### src/hw/rtl/wsd_pkg.sv
package wsd_pkg;

    localparam int COUNT_BITS = 20;
    localparam int CFG_W      = 20;
    localparam int ACC_W      = (COUNT_BITS > CFG_W) ? COUNT_BITS : CFG_W;
    localparam int ADDR_W     = 3;
    localparam int QDEPTH     = 4;
    localparam int QPTR_W     = $clog2(QDEPTH);

    localparam logic [CFG_W-1:0]  MAX_PAYLOAD_RST  = CFG_W'(10256);
    localparam logic [ADDR_W-1:0] REG_MAX_PAYLOAD  = ADDR_W'(0);

    localparam logic [2:0] ST_OK        = 3'd0;
    localparam logic [2:0] ST_FRAGMENT  = 3'd1;
    localparam logic [2:0] ST_BAD_OP    = 3'd2;
    localparam logic [2:0] ST_CLOSE     = 3'd3;
    localparam logic [2:0] ST_OVERSIZE  = 3'd4;

    localparam logic [3:0] OP_TEXT   = 4'h1;
    localparam logic [3:0] OP_BINARY = 4'h2;
    localparam logic [3:0] OP_CLOSE  = 4'h8;
    localparam logic [3:0] OP_PING   = 4'h9;
    localparam logic [3:0] OP_PONG   = 4'hA;

    localparam logic [6:0] LEN_EXT16 = 7'd126;
    localparam logic [6:0] LEN_EXT64 = 7'd127;

    typedef struct packed {
        logic       is_open;
        logic [7:0] data;
    } wsd_item_t;

    typedef struct packed {
        logic       has_data;
        logic [7:0] data_byte;
        logic [3:0] frame_opcode;
        logic       frame_last;
        logic [2:0] status;
    } wsd_result_t;

    function automatic logic [2:0] end_status(input logic fin, input logic [3:0] opc);
        logic [2:0] st;
        begin
            if (!fin)
            begin
                st = ST_FRAGMENT;
            end
            else
            begin
                case (opc)
                    OP_CLOSE:                               st = ST_CLOSE;
                    OP_TEXT, OP_BINARY, OP_PING, OP_PONG:   st = ST_OK;
                    default:                                st = ST_BAD_OP;
                endcase
            end
            return st;
        end
    endfunction

endpackage

### src/hw/rtl/wsd_front.sv
module wsd_front
    import wsd_pkg::*;
(
    input  logic       clk,
    input  logic       rst_n,
    input  logic       s_axis_tvalid,
    output logic       s_axis_tready,
    input  logic [7:0] s_axis_tdata,   // byte_value
    input  logic       s_axis_tuser,   // command
    output logic       item_valid,
    output wsd_item_t  item,
    input  logic       item_pop
);

    wsd_item_t             queue_mem [QDEPTH];
    logic [QPTR_W-1:0]     wr_ptr_reg, wr_ptr_next;
    logic [QPTR_W-1:0]     rd_ptr_reg, rd_ptr_next;
    logic [QPTR_W:0]       count_reg, count_next;
    logic                  push;
    logic                  pop;
    wsd_item_t             in_item;

    assign s_axis_tready = (count_reg != (QPTR_W+1)'(QDEPTH));
    assign push          = s_axis_tvalid && s_axis_tready;
    assign item_valid    = (count_reg != '0);
    assign pop           = item_pop && item_valid;
    assign item          = queue_mem[rd_ptr_reg];

    always_comb
    begin
        in_item.is_open = s_axis_tuser;
        in_item.data    = s_axis_tdata;
        wr_ptr_next     = push ? wr_ptr_reg + 1'b1 : wr_ptr_reg;
        rd_ptr_next     = pop ? rd_ptr_reg + 1'b1 : rd_ptr_reg;
        count_next      = count_reg;
        if (push && !pop)
        begin
            count_next = count_reg + 1'b1;
        end
        else if (pop && !push)
        begin
            count_next = count_reg - 1'b1;
        end
    end

    always_ff @(posedge clk or negedge rst_n)
    begin
        if (!rst_n)
        begin
            wr_ptr_reg <= '0;
            rd_ptr_reg <= '0;
            count_reg  <= '0;
        end
        else
        begin
            wr_ptr_reg <= wr_ptr_next;
            rd_ptr_reg <= rd_ptr_next;
            count_reg  <= count_next;
        end
    end

    always_ff @(posedge clk)
    begin
        if (push)
        begin
            queue_mem[wr_ptr_reg] <= in_item;
        end
    end

endmodule

### src/hw/rtl/wsd_parser.sv
module wsd_parser
    import wsd_pkg::*;
(
    input  logic             clk,
    input  logic             rst_n,
    input  logic [CFG_W-1:0] max_payload,
    input  logic             item_valid,
    input  wsd_item_t        item,
    output logic             item_pop,
    output logic             res_valid,
    output wsd_result_t      res,
    input  logic             res_ready
);

    typedef enum logic [2:0] {
        PH_HDR,
        PH_LEN16,
        PH_LEN64,
        PH_MASK,
        PH_PAYLOAD
    } phase_t;

    localparam logic [ACC_W-1:0] CNT_MAX = ACC_W'({COUNT_BITS{1'b1}});

    phase_t                phase_reg, phase_next;
    logic                  active_reg, active_next;
    logic [3:0]            cnt_reg, cnt_next;
    logic [7:0]            first_reg, first_next;
    logic                  final_reg, final_next;
    logic [3:0]            opc_reg, opc_next;
    logic                  masked_reg, masked_next;
    logic [31:0]           key_reg, key_next;
    logic [ACC_W-1:0]      acc_reg, acc_next;
    logic                  ovf_reg, ovf_next;
    logic [COUNT_BITS-1:0] brx_reg, brx_next;
    logic                  out_valid_reg, out_valid_next;
    wsd_result_t           out_reg, out_next;

    logic                  slot_free;
    logic                  advance;
    logic                  emit;
    logic                  do_len;
    logic                  do_end;
    logic                  has;
    logic [7:0]            dbyte;
    logic [7:0]            key_byte;
    logic [2:0]            st;
    logic [ACC_W-1:0]      lim;
    logic [7:0]            b;

    assign slot_free = !out_valid_reg || res_ready;
    assign advance   = item_valid && slot_free;
    assign item_pop  = advance;
    assign res_valid = out_valid_reg;
    assign res       = out_reg;
    assign b         = item.data;
    assign lim       = (ACC_W'(max_payload) > CNT_MAX) ? CNT_MAX : ACC_W'(max_payload);

    always_comb
    begin
        case (brx_reg[1:0])
            2'd0:    key_byte = key_reg[31:24];
            2'd1:    key_byte = key_reg[23:16];
            2'd2:    key_byte = key_reg[15:8];
            default: key_byte = key_reg[7:0];
        endcase
    end

    always_comb
    begin
        phase_next  = phase_reg;
        active_next = active_reg;
        cnt_next    = cnt_reg;
        first_next  = first_reg;
        final_next  = final_reg;
        opc_next    = opc_reg;
        masked_next = masked_reg;
        key_next    = key_reg;
        acc_next    = acc_reg;
        ovf_next    = ovf_reg;
        brx_next    = brx_reg;
        emit        = 1'b0;
        do_len      = 1'b0;
        do_end      = 1'b0;
        has         = 1'b0;
        dbyte       = 8'd0;
        st          = ST_OK;

        if (advance && item.is_open)
        begin
            active_next = 1'b1;
            phase_next  = PH_HDR;
            cnt_next    = 4'd0;
            brx_next    = '0;
        end
        else if (advance && active_reg)
        begin
            case (phase_reg)
                PH_LEN16:
                begin
                    acc_next = ACC_W'({acc_reg[7:0], b});
                    cnt_next = cnt_reg + 4'd1;
                    do_len   = (cnt_next >= 4'd2);
                end
                PH_LEN64:
                begin
                    ovf_next = ovf_reg || (acc_reg[ACC_W-1 -: 8] != 8'd0);
                    acc_next = {acc_reg[ACC_W-9:0], b};
                    cnt_next = cnt_reg + 4'd1;
                    do_len   = (cnt_next >= 4'd8);
                end
                PH_MASK:
                begin
                    key_next = {key_reg[23:0], b};
                    cnt_next = cnt_reg + 4'd1;
                    if (cnt_next >= 4'd4)
                    begin
                        cnt_next = 4'd0;
                        if (acc_reg != '0)
                        begin
                            phase_next = PH_PAYLOAD;
                        end
                        else
                        begin
                            do_end = 1'b1;
                        end
                    end
                end
                PH_PAYLOAD:
                begin
                    has      = 1'b1;
                    dbyte    = masked_reg ? (b ^ key_byte) : b;
                    brx_next = brx_reg + 1'b1;
                    emit     = 1'b1;
                    do_end   = (ACC_W'(brx_next) >= acc_reg);
                end
                default:
                begin
                    if (phase_reg != PH_HDR || cnt_reg == 4'd0)
                    begin
                        phase_next = PH_HDR;
                        first_next = b;
                        cnt_next   = 4'd1;
                    end
                    else
                    begin
                        final_next  = first_reg[7];
                        opc_next    = first_reg[3:0];
                        masked_next = b[7];
                        acc_next    = ACC_W'(b[6:0]);
                        ovf_next    = 1'b0;
                        brx_next    = '0;
                        cnt_next    = 4'd0;
                        key_next    = 32'd0;
                        if (b[6:0] == LEN_EXT16)
                        begin
                            acc_next   = '0;
                            phase_next = PH_LEN16;
                        end
                        else if (b[6:0] == LEN_EXT64)
                        begin
                            acc_next   = '0;
                            phase_next = PH_LEN64;
                        end
                        else
                        begin
                            do_len = 1'b1;
                        end
                    end
                end
            endcase

            if (do_len)
            begin
                cnt_next = 4'd0;
                brx_next = '0;
                if (ovf_next || (acc_next > lim))
                begin
                    active_next = 1'b0;
                    phase_next  = PH_HDR;
                    emit        = 1'b1;
                    st          = ST_OVERSIZE;
                end
                else if (masked_next)
                begin
                    phase_next = PH_MASK;
                end
                else if (acc_next != '0)
                begin
                    phase_next = PH_PAYLOAD;
                end
                else
                begin
                    do_end = 1'b1;
                end
            end

            if (do_end)
            begin
                st = end_status(final_next, opc_next);
                if (st != ST_OK)
                begin
                    active_next = 1'b0;
                end
                phase_next = PH_HDR;
                cnt_next   = 4'd0;
                emit       = 1'b1;
            end
        end

        out_valid_next = out_valid_reg;
        out_next       = out_reg;
        if (slot_free)
        begin
            out_valid_next = advance && emit;
        end
        if (advance && emit)
        begin
            out_next.has_data     = has;
            out_next.data_byte    = dbyte;
            out_next.frame_opcode = opc_next;
            out_next.frame_last   = do_end || (st == ST_OVERSIZE);
            out_next.status       = st;
        end
    end

    always_ff @(posedge clk or negedge rst_n)
    begin
        if (!rst_n)
        begin
            phase_reg     <= PH_HDR;
            active_reg    <= 1'b0;
            cnt_reg       <= 4'd0;
            first_reg     <= 8'd0;
            final_reg     <= 1'b0;
            opc_reg       <= 4'd0;
            masked_reg    <= 1'b0;
            key_reg       <= 32'd0;
            acc_reg       <= '0;
            ovf_reg       <= 1'b0;
            brx_reg       <= '0;
            out_valid_reg <= 1'b0;
        end
        else
        begin
            phase_reg     <= phase_next;
            active_reg    <= active_next;
            cnt_reg       <= cnt_next;
            first_reg     <= first_next;
            final_reg     <= final_next;
            opc_reg       <= opc_next;
            masked_reg    <= masked_next;
            key_reg       <= key_next;
            acc_reg       <= acc_next;
            ovf_reg       <= ovf_next;
            brx_reg       <= brx_next;
            out_valid_reg <= out_valid_next;
        end
    end

    always_ff @(posedge clk)
    begin
        out_reg <= out_next;
    end

endmodule

### src/hw/rtl/websocket_frame_deframer_core.sv
// Path: an input word is registered in the input queue, and its result word in the parser's output register.
// Throughput: one input word per cycle while the master side takes results, set by the parser step behind the queue.
// A four-word input queue lets the input side run on while the output side stalls.
// Reset is asynchronous and active low: the session is closed, the parser waits for a
// header, the queue and output register are empty, and max_payload returns to 10256.
module websocket_frame_deframer_core
    import wsd_pkg::*;
(
    input  logic              clk,
    input  logic              rst_n,
    input  logic              s_axis_tvalid,
    output logic              s_axis_tready,
    input  logic [7:0]        s_axis_tdata,   // byte_value
    input  logic              s_axis_tuser,   // command
    output logic              m_axis_tvalid,
    input  logic              m_axis_tready,
    output logic [15:0]       m_axis_tdata,   // data_byte, frame_opcode, status, zero pad
    output logic              m_axis_tuser,   // has_data
    output logic              m_axis_tlast,   // frame_last
    input  logic              psel,
    input  logic              penable,
    input  logic              pwrite,
    input  logic [ADDR_W-1:0] paddr,
    input  logic [31:0]       pwdata,
    output logic [31:0]       prdata,
    output logic              pready
);

    logic [CFG_W-1:0] max_payload_reg, max_payload_next;
    logic             item_valid;
    wsd_item_t        item;
    logic             item_pop;
    wsd_result_t      res;

    assign pready = 1'b1;
    assign prdata = (paddr == REG_MAX_PAYLOAD) ? 32'(max_payload_reg) : 32'd0;

    always_comb
    begin
        max_payload_next = max_payload_reg;
        if (psel && penable && pwrite && pready && (paddr == REG_MAX_PAYLOAD))
        begin
            max_payload_next = pwdata[CFG_W-1:0];
        end
    end

    always_ff @(posedge clk or negedge rst_n)
    begin
        if (!rst_n)
        begin
            max_payload_reg <= MAX_PAYLOAD_RST;
        end
        else
        begin
            max_payload_reg <= max_payload_next;
        end
    end

    wsd_front u_front (
        .clk           (clk),
        .rst_n         (rst_n),
        .s_axis_tvalid (s_axis_tvalid),
        .s_axis_tready (s_axis_tready),
        .s_axis_tdata  (s_axis_tdata),
        .s_axis_tuser  (s_axis_tuser),
        .item_valid    (item_valid),
        .item          (item),
        .item_pop      (item_pop)
    );

    wsd_parser u_parser (
        .clk         (clk),
        .rst_n       (rst_n),
        .max_payload (max_payload_reg),
        .item_valid  (item_valid),
        .item        (item),
        .item_pop    (item_pop),
        .res_valid   (m_axis_tvalid),
        .res         (res),
        .res_ready   (m_axis_tready)
    );

    assign m_axis_tdata = {1'b0, res.status, res.frame_opcode, res.data_byte};
    assign m_axis_tuser = res.has_data;
    assign m_axis_tlast = res.frame_last;

endmodule

### config.mk
export PLATFORM = sky130hd
export DESIGN_NAME = websocket_frame_deframer_core
export DESIGN_NICKNAME = d
export VERILOG_FILES = /design/src/hw/rtl/wsd_pkg.sv /design/src/hw/rtl/wsd_front.sv /design/src/hw/rtl/wsd_parser.sv /design/src/hw/rtl/websocket_frame_deframer_core.sv
export SDC_FILE = /design/constraint.sdc
export NUM_CORES = 1
export LEC_CHECK = 0
export BUFFER_PORTS_ARGS = -buffer_cell sky130_fd_sc_hd__buf_4
export CAP_MARGIN = 20
export CORE_ASPECT_RATIO = 0.75
export CORE_MARGIN = 2
export CORE_UTILIZATION = 52
export CTS_CLUSTER_SIZE = 14
export DETAILED_ROUTE_END_ITERATION = 16
export GPL_ROUTABILITY_DRIVEN = 0
export PLACE_DENSITY = 0.79
export SETUP_SLACK_MARGIN = 0.15
export SLEW_MARGIN = 25
export SYNTH_ARGS = -nofsm -noshare
export SYNTH_HDL_FRONTEND = slang
export SYNTH_SLANG_ARGS = --single-unit
### constraint.sdc
create_clock -name clk -period 5.91 [get_ports clk]
set_input_delay 0.2955 -clock clk [delete_from_list [all_inputs] [get_ports clk]]
set_output_delay 0.2955 -clock clk [all_outputs]
set_load 0.01 [all_outputs]
# == Word-level counts from Yosys, hierarchy flattened ==
# Memories as Yosys holds them, arrays and structs flattened.
# Index checks and enable logic that the tools add are counted.
# W data, S select, Z words.
# classes
mux,98
bitwise_logic,6
reduce_logical,44
n_eq_ne,19
n_lt_le_gt_ge,6
add_sub_neg,6
# ops
operator,count
$mux W20,10
$mux W3,23
$pmux W32 S2,1
$pmux W20 S3,1
$mux W4,11
$mux W1,41
$pmux W20 S2,1
$reduce_bool A20 Y1,2
$mux W32,1
$pmux W8 S3,1
$add A20 B1 Y20 const B,1
$ge A20 B20 Y1,1
$gt A20 B20 Y1,1
$gt A20 B20 Y1 const B,1
$eq A7 B7 Y1 const B,2
$eq A4 B4 Y1 const B,3
$pmux W4 S3,1
$reduce_or A3 Y1,4
$logic_and A1 B1 Y1,11
$reduce_bool A3 Y1,3
$mux W8,1
$reduce_and A4 Y1,2
$reduce_bool A8 Y1,1
$reduce_or A4 Y1,2
other kinds (35),53
# totals
elab_cells,201
reg_bits,140
ram_bits,36
out_inout_bits,53
memories,1
inputBits,51
# memory_table
name,depth,word_bits,rd,rd_ports_with_merged_regs,write_ports,line,source
u_front.queue_mem,4,9,1,0,1,wsd_front.sv:15,wsd_item_t queue_mem [QDEPTH];

# == Depth between registers and ports, before layout ==
# Gate-level depths: netlist (run 1).
# An unclocked memory read counts as a cell.
# logic_depth
ltp_word,23
ltp_mapped,17
depth_no_buf,17

# == Hierarchy ==
# A second synthesis (run 1) with hierarchy kept.
# hier_totals
hier_cells,913
hier_area_um2,9750.6
# by_module_without_submodules
module,seq_area_each_um2,cells_per_inst,area_per_inst_um2,instances
wsd_parser,2837.7,749,6906.6,1
wsd_front,1256.2,82,1732.9,1
websocket_frame_deframer_core,504.2,82,1111.1,1

# == Worst setup path before layout (run 1) ==
# No wires, ideal clock.
# synth_path
path_type,register to register
startpoint,reg u_parser.cnt_reg[0]
endpoint,"reg u_parser.out_reg, in the netlist u_parser.res[0], enable pin"
stages_incl_launch_ff,18
required_ns,5.520
n_path_buf,2
path_slack_ns,1.551
arrival_time_ns,3.969
synth_period_minus_slack_ns,4.359
cell_sequence,dfrtp_1 inv_1 ha_1 nor3b_1 a21o_1 clkbuf_1 clkbuf_1 nand2_1 o21ai_0 ha_1 and3_1 a22o_1 o21ai_0 a31o_2 nand4_1 and4b_1 nor4b_1 nor2_1
# synth_via
elab_chain_cells,17
word_cells_on_any_way,39
cone_classes,1 x add/sub; 4 x order compare; 29 x mux; 5 x reduce/logical
# synth_rtl
item,line,source
from (decl),wsd_parser.sv:27,"logic [3:0] cnt_reg, cnt_next;"
from (signal assigned),wsd_parser.sv:248,cnt_reg <= cnt_next;
branches (longest 13 deep; another with $gt A20 B20 Y1),-,
$mux W1 *,wsd_parser.sv:198,if (do_end)
$mux W1 *,wsd_parser.sv:96,else if (advance && active_reg)
$mux W1 *,wsd_parser.sv:89,if (advance && item.is_open)
$logic_and A1 B1 Y1 *,wsd_parser.sv:217,if (advance && emit)
to (signal assigned),wsd_parser.sv:263,out_reg <= out_next;
to (decl),wsd_parser.sv:37,"wsd_result_t out_reg, out_next;"
# Mark *: on every way between the ends. The select of a mux whose other input is x is not followed.
# A chain may end at the register's enable or synchronous reset.

# == Worst setup path after layout (run 1) ==
# layout_path
startpoint,reg u_parser.cnt_reg[0]
endpoint,"reg u_parser.out_reg, in the netlist u_parser.res[3], enable pin"
# Same word-level chain as after synthesis.

==> summary.md, run 1 <==
| Metric | Value |
|---|---|
| Setup Fix Bufs, Post-CTS | 0 |
| Die area | 19400 sq um |
| Final slew viol count | 0 |
| Final hold slack | 0.0481 ns |
| Max Root-Sink Buffers | 2 |
| Yosys top cell by area | dfrtp_1 |
| Minimum clock period | 4.69 ns |
| DP Cell Count | roughly 1300 |
| Most instantiated cells after synthesis | nand2_1, dfrtp_1, o21ai_0, inv_1, edfxtp_1 |
| Finished Layout Cells | 1292 |
| Fin area | 10800 sq um |
| H-tree levels | 4 |
| Fin. Hold Viols | 0 |
| Ant diodes | 0 |
| Int Pwr | 2970 uW |
| Area occupied by multi-input gates | 4470 sq um |
| Leak pwr | 0.00503 uW |
| Vias in the first global route | 6958 |
| Average cell area after synthesis | 9.71 sq um |
| Gr ovfl total | 0 |
| Max IR drop VDD | roughly 340 uV |
| Setup TNS | 0 ns |
| Max reg flops | 36 |
| Total GRT Usage | 0.237 |
| Largest net degree at the start of global routing | between 60 and 70 |
| R2R depth | 17 |
| Synth top area share | 0.308 |
| Area Growth Syn to Fin | 13.8% |
| Synth Instances | slightly below 1000 |
| CTS root buf | clkbuf_16 |
| Detailed Route WL | 21900 microns |
| Area contributors post-synth | dfrtp_1, edfxtp_1, nand2_1 |
| Worst hold-check path type | in2reg |
| Crit path arrival time | 4.87 ns |
| First-pass GRT wire length | between 30000 and 40000 microns |
| Maximum fanout along the worst path | 17 |
| Library cells used by synthesis | 68 |
| DRC viols | 0 |
| Power Dens Cells | 477 nW/um^2 |
| Synth async-reset ratio | 0.694 |
| FMAX | 213 MHz |
| Critical Path RT | between 6 and 7 ns |
| Placed cell area | 10200 sq um |
| Clock-pin slew on the worst setup and hold paths | around 0.070 ns |
| Vias per Instance | 5.72 |
| 1st-iter DRT viols | 891 |
| Seq/Total Area, Yosys | 0.483 |
| Worst slew pin tran | 0.933 ns |
| Die Ht | 121 microns |
| DR vias | between 7000 and 8000 |
| EDFF count, synth | 53 |
| Worst setup EP type | flop |
| Unrepaired setup endpoints after global routing | false |
| HPWL Detailed | 15300 microns |
| Crit start category | flop |
| Max-cap violations | 0 |
| Status | finished, final reports clean |
| Number of CTS-inserted buffers | 17 |
| I/O pin count | ~100 |
| Yosys warns | 0 |
| Mapped Area | 9520 sq um |
| # port buffers | 77 |
| WHS Path Cells | 3 |
| Final setup vio count | 0 |
| Clock Power Share | 0.219 |
| Clk_lat worst skew | 0.45 ns |
| Crit path kind | reg2reg |
| Max-Slew Margin vs Limit | 0.377 |
| Count leader, synth | nand2_1 |
| CTS tree | built |
| Core Area | 17800 sq um |
| Post-cts resize count | 0 |
| Storage element area | 4600 sq um |
| Die Span X | 160 microns |
| Drt pass-1 iters | 9 |
| Clk_skew | 0.0106 ns |
| Combinational power share | 0.443 |
| Final nets | 1141 |
| Clk sink count | 173 |
| Share of cells above drive strength 1 | 0.134 |
| Post-route ant nets | 0 |
| Primary FF master, synth | dfrtp_1 |
| Antenna violations before repair | 0 |
| Sequential power share | 0.338 |
| Switching Fraction | 0.426 |
| Drt wl/cell | 16.9 microns |
| Fill cells | about 1500 |
| Psw | 2200 uW |
| Initial Util | 0.534 |
| FP Rows | 42 |
| Yosys reg bits | 173 |
| Tcrit/Tclk final | 0.793 |
## final cells by class
cell class / instances / share of cell area
inverters: 57 / 0.0198
clock buffers: 18 / 0.0396
repair buffers: 88 / 0.0612
flip-flops and latches: 173 / 0.424
multi-input cells: 700 / 0.412
well taps: 242 / 0.0280
clock inverters: 14 / 0.0147
## layout by cell type, fill, tap and decap left out, types with 4 or more instances in the layout
cell type,n
nand2_1,177
dfrtp_1,117
o21ai_0,101
buf_4,87
inv_1,55
edfxtp_1,53
ha_1,52
nand3_1,49
nor2_1,40
and2_1,24
a21oi_1,23
xnor2_1,19
xor2_1,18
and3_1,17
clkbuf_16,17
a22o_1,14
conb_1,14
a21o_1,10
a222oi_1,9
mux2_2,9
nand4_1,8
nand2b_1,8
or3_1,8
nor3_1,8
mux4_1,7
nor3b_1,5
mux2i_1,5
a211oi_1,5
a221oi_1,5
or4_1,4
a22oi_1,4
and4b_1,4
and4_1,4
nor2b_1,4
inv_6,4
## logic make-up after synthesis
logic type	synth area share
flops	0.483
buf+inv	0.0539
fa+ha+maj	0.0704
mux	0.0376
compound gates	0.132
xor+xnor	0.0340
other cells	0.000789
simple gates	0.189
## stage by stage
| stage | total power, uW | worst slack (ns) | util |
|---|---|---|---|
| after floorplan | 3330 | 1.55 | - |
| after detailed placement | 4000 | 1.22 | 0.574 |
| final | 5170 | 1.22 | 0.608 |
| after global placement | 3940 | 1.28 | 0.574 |
| after global routing | 5520 | 0.852 | 0.608 |
| after CTS | 5150 | 1.21 | 0.608 |
## metal layers
metal | vias up | share of wire | global-route usage
met5 | - | 0 | 0
met4 | 0 | 0.015 | 0.0659
met3 | 30 | 0.079 | 0.0578
met2 | 272 | 0.44 | 0.350
met1 | 3547 | 0.47 | 0.350
li1 | 3541 | - | -
## critical path, stage by stage (launching register included)
cell      delay, ns
dfrtp_1        0.45
inv_1          0.10
ha_1           0.13
nor3b_1        0.57
or4_1          0.49
a21o_1         0.25
nand2_1        0.13
a22o_1         0.27
ha_1           0.31
a21oi_1        0.06
o21ai_0        0.17
a221oi_1       0.10
or3_1          0.40
nand4_1        0.10
and4b_1        0.23
nor4b_1        0.37
nor2_1         0.07
buf_4          0.23
## path summary, 6_finish.rpt
check,start,end,slack (ns)
setup / recovery,u_parser.cnt_reg[0],u_parser.res[3],1.22
hold reg to reg,u_parser.key_reg[27],u_parser.key_reg[27],0.48
setup reg to reg,u_parser.cnt_reg[0],u_parser.res[3],1.22
hold / removal,pwdata[15],max_payload_reg[15],0.05
min in group asynchronous,rst_n,u_parser.opc_reg[0],0.47
max in group asynchronous,rst_n,u_parser.brx_reg[8],4.14
## power groups by stage
stage | combinational [uW] | clock [uW] | sequential (uW)
floorplan | 1670 | 0 | 1660
global placement | 2190 | 0 | 1750
detailed placement | 2240 | 0 | 1760
CTS | 2260 | 1150 | 1740
global route | 2540 | 1200 | 1780
finish | 2290 | 1130 | 1750
## timing repair
item	CTS	global route
hold endpoints to repair	53	0
hold buffers	1	0
endpoints found under the setup margin	0	0
Power figures use the tool's default switching activity.
==> inputs of run 2 (changes only) <==
--- a/config.mk
+++ b/config.mk
@@ -5,6 +5,7 @@
 export SDC_FILE = /design/constraint.sdc
 export NUM_CORES = 1
 export LEC_CHECK = 0
+export ABC_AREA = 1
 export BUFFER_PORTS_ARGS = -buffer_cell sky130_fd_sc_hd__buf_4
 export CAP_MARGIN = 20
 export CORE_ASPECT_RATIO = 0.75
==> constraint.sdc (replaced) <==
create_clock -name clk -period 4.4 [get_ports clk]
set_input_delay 0.22 -clock clk [delete_from_list [all_inputs] [get_ports clk]]
set_output_delay 0.22 -clock clk [all_outputs]
set_load 0.01 [all_outputs]
==> summary.md, run 2 <==
| Metric | Value |
|---|---|
| Status | finished, final reports clean (unchanged) |
| Clk_lat worst skew | 0.44 ns (was 0.45 ns) |
| Synth Instances | 1171 (was 980) |
| H-tree levels | 4 (unchanged) |
| Library cells used by synthesis | 47 (was 68) |
| Slowest cell on crit path | or3_4 (was nor3b_1) |
| Drt wl/cell | 16.1 microns (was 16.9 microns) |
| Drt pass-1 iters | 6 (was 9) |
| Area contributors post-synth | dfrtp_1, edfxtp_1, nand2_1 (unchanged) |
| Synth top area share | 0.302 (was 0.308) |
| Max IR drop VDD | 330 uV (was 341 uV) |
| DR vias | 8378 (was 7390) |
| Vias per Instance | 5.45 (was 5.72) |
| HPWL Detailed | 17100 microns (was 15300 microns) |
| FMAX | 245 MHz (was 213 MHz) |
| Initial Util | 0.528 (was 0.534) |
| CTS root buf | clkbuf_16 (unchanged) |
| Leak pwr | 0.00556 uW (was 0.00503 uW) |
| Commonest non-fill, non-tap cell in the layout | nand2_1 (unchanged) |
| Gr ovfl total | 0 (unchanged) |
| Minimum clock period | 4.08 ns (was 4.69 ns) |
| Critical path's largest stage delay | 0.44 ns (was 0.57 ns) |
| Antenna violations before repair | 0 (unchanged) |
| Core Area | 18300 sq um (was 17800 sq um) |
| Yosys top cell by area | dfrtp_1 (unchanged) |
| Worst slew pin tran | 1.00 ns (was 0.933 ns) |
| Critical Path RT | 4.60 ns (was 6.09 ns) |
| Setup TNS | 0 ns (unchanged) |
| Die area | 19700 sq um (was 19400 sq um) |
| Worst Path Buf+Inv | 6 (was 2) |
| Final setup vio count | 0 (unchanged) |
| Synth async-reset ratio | 0.694 (unchanged) |
| Power Dens Cells | 644 nW/um^2 (was 477 nW/um^2) |
| Fill cells | 1500 (was 1487) |
| Worst hold-check path type | in2reg (unchanged) |
| Tcrit/Tclk final | 0.927 (was 0.793) |
| Post-route ant nets | 0 (unchanged) |
| Maximum fanout along the worst path | 16 (was 17) |
| Die Ht | 122 microns (was 121 microns) |
| 1st-iter DRT viols | 875 (was 891) |
| Crit path kind | reg2reg (unchanged) |
| Clock-pin slew on the worst setup and hold paths | 0.06 ns (was 0.07 ns) |
| CTS tree | built (unchanged) |
| Clk_skew | 0.00661 ns (was 0.0106 ns) |
| Count leader, synth | nand2_1 (unchanged) |
| Max-cap violations | 0 (unchanged) |
| Max Root-Sink Buffers | 2 (unchanged) |
| Primary FF master, synth | dfrtp_1 (unchanged) |
| Most frequent CP cell | nand2_1 (was ha_1) |
| Delay-heaviest family, CP | simple AND/OR/NAND/NOR gates (unchanged) |
| Yosys warns | 0 (unchanged) |
| First-pass GRT wire length | 38900 microns (was 36000 microns) |
| Final nets | 1382 (was 1141) |
| Total GRT Usage | 0.254 (was 0.237) |
| Mapped Area | 9680 sq um (was 9520 sq um) |
| Ant diodes | 0 (unchanged) |
| DRC viols | 0 (unchanged) |
| Detailed Route WL | 24800 microns (was 21900 microns) |
| Commonest non-fill, non-tap cells in the layout | nand2_1, inv_1, o21ai_0, dfrtp_1, buf_4 (was nand2_1, dfrtp_1, o21ai_0, buf_4, inv_1) |
| Clk sink count | 173 (unchanged) |
| Area Growth Syn to Fin | 19.4% (was 13.8%) |
| Worst setup EP type | flop (unchanged) |
| Fin. Hold Viols | 0 (unchanged) |
| Most instantiated cells after synthesis | nand2_1, inv_1, o21ai_0, dfrtp_1, nor2_1 (was nand2_1, dfrtp_1, o21ai_0, inv_1, edfxtp_1) |
| Final slew viol count | 0 (unchanged) |
| Number of CTS-inserted buffers | 17 (unchanged) |
| I/O pin count | 104 (unchanged) |
| Unrepaired setup endpoints after global routing | false (unchanged) |
| Die Span X | 162 microns (was 160 microns) |
| Largest net degree at the start of global routing | 47 (was 67) |
| Seq/Total Area, Yosys | 0.475 (was 0.483) |
| Vias in the first global route | 7783 (was 6958) |
| Crit start category | flop (unchanged) |
| Share of cells above drive strength 1 | 0.153 (was 0.134) |
| # port buffers | 77 (unchanged) |
| Yosys reg bits | 173 (unchanged) |
| Max-Slew Margin vs Limit | 0.332 (was 0.377) |
| Average cell area after synthesis | 8.27 sq um (was 9.71 sq um) |
| Crit path arrival time | 4.28 ns (was 4.87 ns) |
| Post-route core utilization | 0.630 (was 0.608) |
| FP Rows | 43 (was 42) |
| Max reg flops | 36 (unchanged) |
| EDFF count, synth | 53 (unchanged) |
run 2: path summary, 6_finish.rpt:
check / end / start / slack (ns) / cells after the start
max: u_parser.res[6] / u_parser.brx_reg[0] / 0.32 / 27
min: max_payload_reg[6] / pwdata[6] / 0.02 / 3
max reg2reg: u_parser.res[6] / u_parser.brx_reg[0] / 0.32 / 27
min reg2reg: u_parser.first_reg[7] / u_parser.first_reg[7] / 0.48 / 2
max in group asynchronous: max_payload_reg[4] / rst_n / 3.14 / 3
min in group asynchronous: u_parser.key_reg[28] / rst_n / 0.31 / 2
run 2: final cells by class:
| type | count | area [sq um] | share of cell area |
|---|---|---|---|
| Tap cell | 247 | 309 | 0.0267 |
| Multi-Input combinational cell | 755 | 4220 | 0.365 |
| Clock inverter | 7 | 113 | 0.00974 |
| Timing Repair Buffer | 128 | 1050 | 0.0907 |
| Inverter | 203 | 769 | 0.0666 |
| Clock buffer | 25 | 497 | 0.0430 |
| Sequential cell | 173 | 4600 | 0.398 |
run 2: repair_timing:
action,CTS,global route
hold buffers,27,0
pin swaps,0,6
setup buffers,0,7
resized for setup,5,28
endpoints found under the hold margin,89,0
endpoints found under the setup margin,16,28
run 2: power breakdown:
group / internal [uW] / switching [uW] / total (uW)
sequential: 2150 / 292 / 2440
clock: 955 / 617 / 1570
combinational: 1100 / 2320 / 3430
total: 4210 / 3230 / 7440
run 2: tightest hold or removal path, stage by stage:
cell and delay, ns:
buf_4 0.07, nand2_1 0.04, o21ai_0 0.08
run 2: metal layers:
layer  global-route usage  share of wire
met3               0.0575          0.085
met2                0.389           0.46
met4               0.0770          0.015
met5                    0              0
met1                0.362           0.44
run 2: cell families after synthesis:
| family | share of synthesized area |
|---|---|
| other | 0.000776 |
| muxes | 0.00103 |
| buffers and inverters | 0.109 |
| xor gates and xnor gates | 0.0280 |
| DFF | 0.475 |
| and+or+nand+nor | 0.198 |
| AOI/OAI and AO/OA | 0.119 |
| adders and majority gates | 0.0693 |
run 2: metrics by stage:
step           worst slack, ns  area [sq um]  power [uW]  std cells  hold WS (ns)
2_1_floorplan            0.554          9730        4650       1183       -0.0756
6_report                 0.319         11600        7440       1538        0.0239
3_5_place_dp            0.0922         10500        5640       1472         0.239
5_1_grt                 0.0677         11600        7940       1538        0.0412
3_3_place_gp             0.228         10500        5500       1472         0.237
4_1_cts                  0.161         11400        7260       1531        0.0125
